### config.mk
export PLATFORM = sky130hd
export DESIGN_NAME = lfs_ctrl
export DESIGN_NICKNAME = d
export VERILOG_FILES = /design/src/sv/lfs_pkg.sv /design/src/sv/lfs_ctrl.sv
export SDC_FILE = /design/constraint.sdc
export NUM_CORES = 1
export LEC_CHECK = 0
export BUFFER_PORTS_ARGS = -buffer_cell sky130_fd_sc_hd__buf_2
export CORE_AREA = 2 2 39 41
export CTS_BUF_LIST = sky130_fd_sc_hd__clkbuf_8
export DETAILED_ROUTE_END_ITERATION = 10
export DIE_AREA = 0 0 41 43
export PLACE_DENSITY = 0.77
export SLEW_MARGIN = 20
export SYNTH_ARGS = -nofsm -noshare
export SYNTH_HDL_FRONTEND = slang
export SYNTH_SLANG_ARGS = --single-unit
### constraint.sdc
create_clock -name clock -period 4.2 [get_ports clock]
set_input_delay 0.84 -clock clock [delete_from_list [all_inputs] [get_ports clock]]
set_output_delay 0.84 -clock clock [all_outputs]
set_load 0.005 [all_outputs]
### src/sv/lfs_pkg.sv
// ----------------------------------------------------------------------------
// lfs_pkg: shared definitions for the Fibonacci-like subsequence block
// Field widths, length constants and the command/status bundles that join
// the controller and the datapath.
// ----------------------------------------------------------------------------
package lfs_pkg;

   localparam int MAX_ITEMS_DEFAULT = 128;
   localparam int VALUE_W           = 31;
   localparam int LEN_W             = 8;

   localparam logic [LEN_W-1:0] LEN_MAX  = 8'd255;
   localparam logic [LEN_W-1:0] LEN_BASE = 8'd2;

   // controller -> datapath, at most one work command per cycle
   typedef struct packed {
      logic clear_step;   // invalidate one lookup slot during the reset pass
      logic take;         // accept the input word
      logic ins_step;     // one insert probe of the lookup table
      logic diff;         // form difference for the current earlier position
      logic lookup;       // one search probe of the lookup table
      logic write;        // write the pair entry, update best, step down
      logic flush_start;  // rewind the used-slot list
      logic flush_step;   // invalidate one used slot
      logic emit;         // load the result word, clear the counters
   } cmd_type;

   // datapath -> controller
   typedef struct packed {
      logic clear_done;   // reset pass covered every slot
      logic full;         // store holds the maximum number of values
      logic slot_done;    // probe hit or reached an empty slot
      logic j_zero;       // new value sits at position zero
      logic diff_neg;     // difference below zero, no match possible
      logic i_zero;       // last earlier position handled
      logic last;         // current word closes the sequence
      logic flush_done;   // every used slot invalidated
      logic rsp_free;     // result register can take a new word
   } sts_type;

endpackage

### src/sv/lfs_ctrl.sv
// ----------------------------------------------------------------------------
// lfs_ctrl: sequencer for the Fibonacci-like subsequence block
// Walks the reset clearing pass, the insert probe, the loop over earlier
// positions, the flush of used lookup slots and the result hand-off.
// ----------------------------------------------------------------------------
module lfs_ctrl (
   input  logic            clock,
   input  logic            reset,
   input  logic            req_valid,
   output logic            req_stall,
   input  lfs_pkg::sts_type sts,
   output lfs_pkg::cmd_type cmd
);

   typedef enum logic [8:0] {
      S_CLEAR = 9'b000000001,
      S_IDLE  = 9'b000000010,
      S_INS   = 9'b000000100,
      S_DIFF  = 9'b000001000,
      S_LOOK  = 9'b000010000,
      S_WRITE = 9'b000100000,
      S_DONE  = 9'b001000000,
      S_FLUSH = 9'b010000000,
      S_EMIT  = 9'b100000000
   } state_type;

   state_type state_ff;
   state_type state_in;

   // take words only when idle
   assign req_stall = (state_ff != S_IDLE);

   // next state and commands
   always_comb begin
      state_in = state_ff;
      cmd      = '0;
      unique case (state_ff)
         S_CLEAR: begin
            if (sts.clear_done) begin
               state_in = S_IDLE;
            end else begin
               cmd.clear_step = 1'b1;
            end
         end
         S_IDLE: begin
            if (req_valid) begin
               cmd.take = 1'b1;
               state_in = sts.full ? S_DONE : S_INS;
            end
         end
         S_INS: begin
            cmd.ins_step = 1'b1;
            if (sts.slot_done) begin
               state_in = sts.j_zero ? S_DONE : S_DIFF;
            end
         end
         S_DIFF: begin
            cmd.diff = 1'b1;
            state_in = sts.diff_neg ? S_WRITE : S_LOOK;
         end
         S_LOOK: begin
            cmd.lookup = 1'b1;
            if (sts.slot_done) begin
               state_in = S_WRITE;
            end
         end
         S_WRITE: begin
            cmd.write = 1'b1;
            state_in  = sts.i_zero ? S_DONE : S_DIFF;
         end
         S_DONE: begin
            if (sts.last) begin
               cmd.flush_start = 1'b1;
               state_in        = S_FLUSH;
            end else begin
               state_in = S_IDLE;
            end
         end
         S_FLUSH: begin
            if (sts.flush_done) begin
               state_in = S_EMIT;
            end else begin
               cmd.flush_step = 1'b1;
            end
         end
         S_EMIT: begin
            if (sts.rsp_free) begin
               cmd.emit = 1'b1;
               state_in = S_IDLE;
            end
         end
         default: begin
            state_in = S_IDLE;
         end
      endcase
   end

   always_ff @(posedge clock) begin
      if (reset) begin
         state_ff <= S_CLEAR;
      end else begin
         state_ff <= state_in;
      end
   end

endmodule

# Word level (Yosys, flattened, before mapping)
# Cells that the tools add are included.
# word_totals
ff_bits	9
in_bits	12
output_inout_bits	10
wordCells	44
# op_classes
eq_ne	16
n_mux	26
n_reduce_logical	1
# op_table
op	n
case mux 9 bit (9 select lines)	1
two-way mux 9 bit	6
two-way mux 7 bit	3
two-way mux 1 bit	14
inequality test 2 bit (second input constant)	6
equality test 9 x 1 -> 1 bit (second input constant)	1
equality test 9 x 2 -> 1 bit (second input constant)	1
equality test 9 x 3 -> 1 bit (second input constant)	1
equality test 9 x 4 -> 1 bit (second input constant)	1
equality test 9 x 5 -> 1 bit (second input constant)	1
equality test 9 x 6 -> 1 bit (second input constant)	1
equality test 9 x 7 -> 1 bit (second input constant)	1
equality test 9 x 8 -> 1 bit (second input constant)	1
equality test 9 bit (second input constant)	1
inequality test 9 x 2 -> 1 bit (second input constant)	1
two-way mux 8 bit	1
two-way mux 6 bit	1
AND reduction 6 bit	1

# Depth between registers and ports, before layout
# logic_depth
word_depth	3
ltp_mapped	6
mapped_depth_nobuf	5

# Worst setup path after synthesis
# Ideal clock, no wire load.
# synth_timing
kind	register -> output
from	register state_ff[1]
to	output port cmd[8] in the netlist's numbering
t_arrival_ps	1532
required_ps	3360
path_slack_ps	1828
path_stages_with_launch	5
n_path_buf	1
path_cell_list	dfxtp_1 buf_6 or4_1 or4b_4 inv_1
# synth_rtl
item	line_no	source
from (decl)	lfs_ctrl.sv:27	state_type state_ff;
from (signal assigned)	lfs_ctrl.sv:102	state_ff <= state_in;
to (decl)	lfs_ctrl.sv:12	output lfs_pkg::cmd_type cmd

==> flow_metrics.env <==
export IMPL_postRouteAntennaNets=0
export IMPL_numCtsBuffers=3
export IMPL_ys_seq_area_share_pct=28.2
export IMPL_p_leak_nw=0.348
export IMPL_hold_ws_ns=0.649
export IMPL_hold_path_class="reg2reg"
export IMPL_vias=671
export IMPL_cts_hold_buf=0
export IMPL_status="finished clean"
export IMPL_syn_area_um2=639
export IMPL_cts_sinks=9
export IMPL_regArea_um2=180
export IMPL_syn_area_per_cell_um2=7.89
export IMPL_grt_ovfl_total=0
export IMPL_dpl_hpwl_mm=1.16
export IMPL_arrival_ns=1.91
export IMPL_synth_seq_cells=9
export IMPL_crit_type="reg2out"
export IMPL_initial_core_util_pct=46.2
export IMPL_largestRegisters="state_ff: 9 flops"
export IMPL_worst_ep_required_time_ns=3.36
export IMPL_regMostFlops="state_ff"
export IMPL_cpMaxStageDelayCell="or4_1"
export IMPL_grt_pass1_vias=597
export IMPL_maxCapViolCount=0
export IMPL_ctsLongestPathBuffers=2
export IMPL_cts_tree="yes"
export IMPL_fin_cells=118
export IMPL_num_rows=14
export IMPL_switching_share_pct=26.7
export IMPL_fmax_mhz=364
export IMPL_root_buffer="clkbuf_8"
export IMPL_syn_to_final_growth_pct=22.7
export IMPL_crit_fanout=11
export IMPL_num_nets_final=115
export IMPL_synth_fp_nets=93
export IMPL_dpl_cell_area_um2=738
export IMPL_crit_chain="or4_1 > nor4_2 > buf_2"
export IMPL_max_slew_margin_pct=61.1
export IMPL_port_buffers=21
export IMPL_wirelength_mm=1.51
export IMPL_pin_count=22
export IMPL_p_clk_share_pct=43.4
export IMPL_irDropWorstVdd_mv=0.156
export IMPL_r2r_setup_slack_ns=2.09
export IMPL_grt_max_degree=12
export IMPL_post_cts_setup_buffers=0
export IMPL_dr_pass1_iters=4
export IMPL_rsz0062_at_grt="no"
export IMPL_antenna_found_initial=0
export IMPL_drive_gt1_share_pct=35.3
export IMPL_cp_end_kind="primary output"
export IMPL_wl_per_cell_um=12.8
export IMPL_p_per_area_nw_per_um2=303
export IMPL_synthCells=81
export IMPL_setup_viol=0
export IMPL_path_clk_slew_ns=0.05
export IMPL_fill_cells=136
export IMPL_grt_usage_pct=21.6
export IMPL_layout_min_cycle_time_ns=2.75
export IMPL_finalCritPeriodShare_pct=65.4
export IMPL_tightest_slew_ns=0.579
export IMPL_die_y_um=43
export IMPL_gp_congestion=0.782
export IMPL_drv_slew=0
export IMPL_final_area_um2=785
export IMPL_ys_types=35
export IMPL_seqPwrFrac_pct=39.4
export IMPL_largest_reg_flops=9
export IMPL_drt_vias_per_instance=5.69
export IMPL_multi_input_area_um2=414
export IMPL_drt_iter0_markers=12
export IMPL_insertion_delay_ns=0.24
export IMPL_n_antenna_cell=0
export IMPL_ys_warn_count=0
export IMPL_die_area_um2=1760
export IMPL_dp_cells=114
export IMPL_finish_utilization_pct=56.7
export IMPL_comb_power_share_pct=17.3
export IMPL_cp_start_kind="flip-flop"
export IMPL_finalHoldViolations=0
export IMPL_grt_pass1_wl_mm=2.51
export IMPL_slowest_delay_ns=0.71
export IMPL_drc=0
export IMPL_cts_resized=0
export IMPL_core_um2=1380
export IMPL_die_w_um=41
export IMPL_p_sw_mw=0.0635
export IMPL_htree_levels=1
export IMPL_p_int_mw=0.174
export IMPL_finalSetupTns_ns=0
export IMPL_clock_skew_ns=0.00289
## cells in the mapped netlist
master / instances / share of area (%)
o211ai_1: 1 / 1.2
buf_2: 3 / 2.3
or4_1: 3 / 3.5
or4_4: 1 / 1.8
or4b_4: 2 / 4.3
nor4_2: 1 / 2.0
nor3b_1: 1 / 1.2
a2bb2oi_1: 1 / 1.4
nand2b_2: 1 / 1.4
or4b_2: 2 / 3.1
and3_1: 1 / 0.98
a31oi_1: 1 / 0.98
nor4_1: 3 / 2.9
or3b_2: 2 / 2.7
or3_1: 1 / 0.98
o21bai_1: 1 / 1.2
nor2_1: 11 / 6.5
o21ai_0: 1 / 0.78
nor3_1: 5 / 3.9
o311ai_0: 1 / 1.4
a211oi_1: 1 / 1.2
nor2b_1: 1 / 0.98
dfxtp_1: 9 / 28
nand3b_1: 2 / 2.3
nor4b_1: 2 / 2.7
nand2b_1: 2 / 2.0
inv_1: 5 / 2.9
buf_6: 1 / 1.8
nand3_1: 2 / 1.6
xnor2_1: 2 / 2.7
a21oi_1: 4 / 3.1
or2_2: 1 / 0.98
a22oi_1: 2 / 2.3
nor2_2: 1 / 0.98
nand2_1: 3 / 1.8
## through the flow
stage,total power [mW],worst slack [ns]
after global placement,0.135,1.70
after floorplan,0.125,1.83
after detailed placement,0.136,1.69
final,0.238,1.45
after global routing,0.252,1.27
after CTS,0.241,1.45
## cells by family (layout without fill, tap and decap cells)
group | after synthesis | count (layout) | synth area share, %
and+or+nand+nor | 48 | 48 | 48.5
AOI/OAI and AO/OA | 13 | 13 | 13.5
DFF | 9 | 9 | 28.2
buffers and inverters | 9 | 30 | 7.04
xor gates and xnor gates | 2 | 2 | 2.74
## power by group through the flow
stage / logic [mW] / clock network [mW] / registers (mW)
2_1_floorplan: 0.0332 / 0 / 0.0919
3_3_place_gp: 0.0400 / 0 / 0.0951
3_5_place_dp: 0.0404 / 0 / 0.0953
4_1_cts: 0.0408 / 0.107 / 0.0936
5_1_grt: 0.0459 / 0.111 / 0.0945
6_report: 0.0411 / 0.103 / 0.0936
## final timing paths
check | start | to | depth (start not counted)
max | state_ff[1] | cmd[1] | 3
min | state_ff[0] | state_ff[1] | 3
max reg2reg | state_ff[1] | state_ff[8] | 5
min reg2reg | state_ff[0] | state_ff[1] | 3
## area by class of cell
type	count	area share (%)
clock buffers	3	5.26
clock inverters	1	0.638
inverters	5	2.39
multi-input cells	63	52.8
flip-flops and latches	9	23.0
well taps	16	2.55
repair buffers	21	13.4
## critical path: cells and delay by family, from the launching register on
family,cells,cell delay (ns)
flip-flops,1,0.38
buffers and inverters,1,0.18
AND/OR/NAND/NOR,2,1.10
## layer usage
metal	global-route usage [%]	share of wire, %
met1	26.4	45
met2	30.3	46
met3	6.81	6.0
met4	15.3	2.7
met5	0	0
## placed cells by master (no fill, tap or decap), types with 2 or more instances in the layout
| master | synthesis | layout |
|---|---|---|
| clkbuf_8 | 0 | 3 |
| or4_1 | 3 | 3 |
| or4b_2 | 2 | 2 |
| a22oi_1 | 2 | 2 |
| nor4b_1 | 2 | 2 |
| inv_1 | 5 | 5 |
| nor4_1 | 3 | 3 |
| or4b_4 | 2 | 2 |
| a21oi_1 | 4 | 4 |
| nor3_1 | 5 | 5 |
| nand2b_1 | 2 | 2 |
| dfxtp_1 | 9 | 9 |
| nand3_1 | 2 | 2 |
| nand2_1 | 3 | 3 |
| nor2_1 | 11 | 11 |
| buf_2 | 3 | 21 |
| xnor2_1 | 2 | 2 |
| nand3b_1 | 2 | 2 |
| or3b_2 | 2 | 2 |
(Power assumes the default switching activity.)
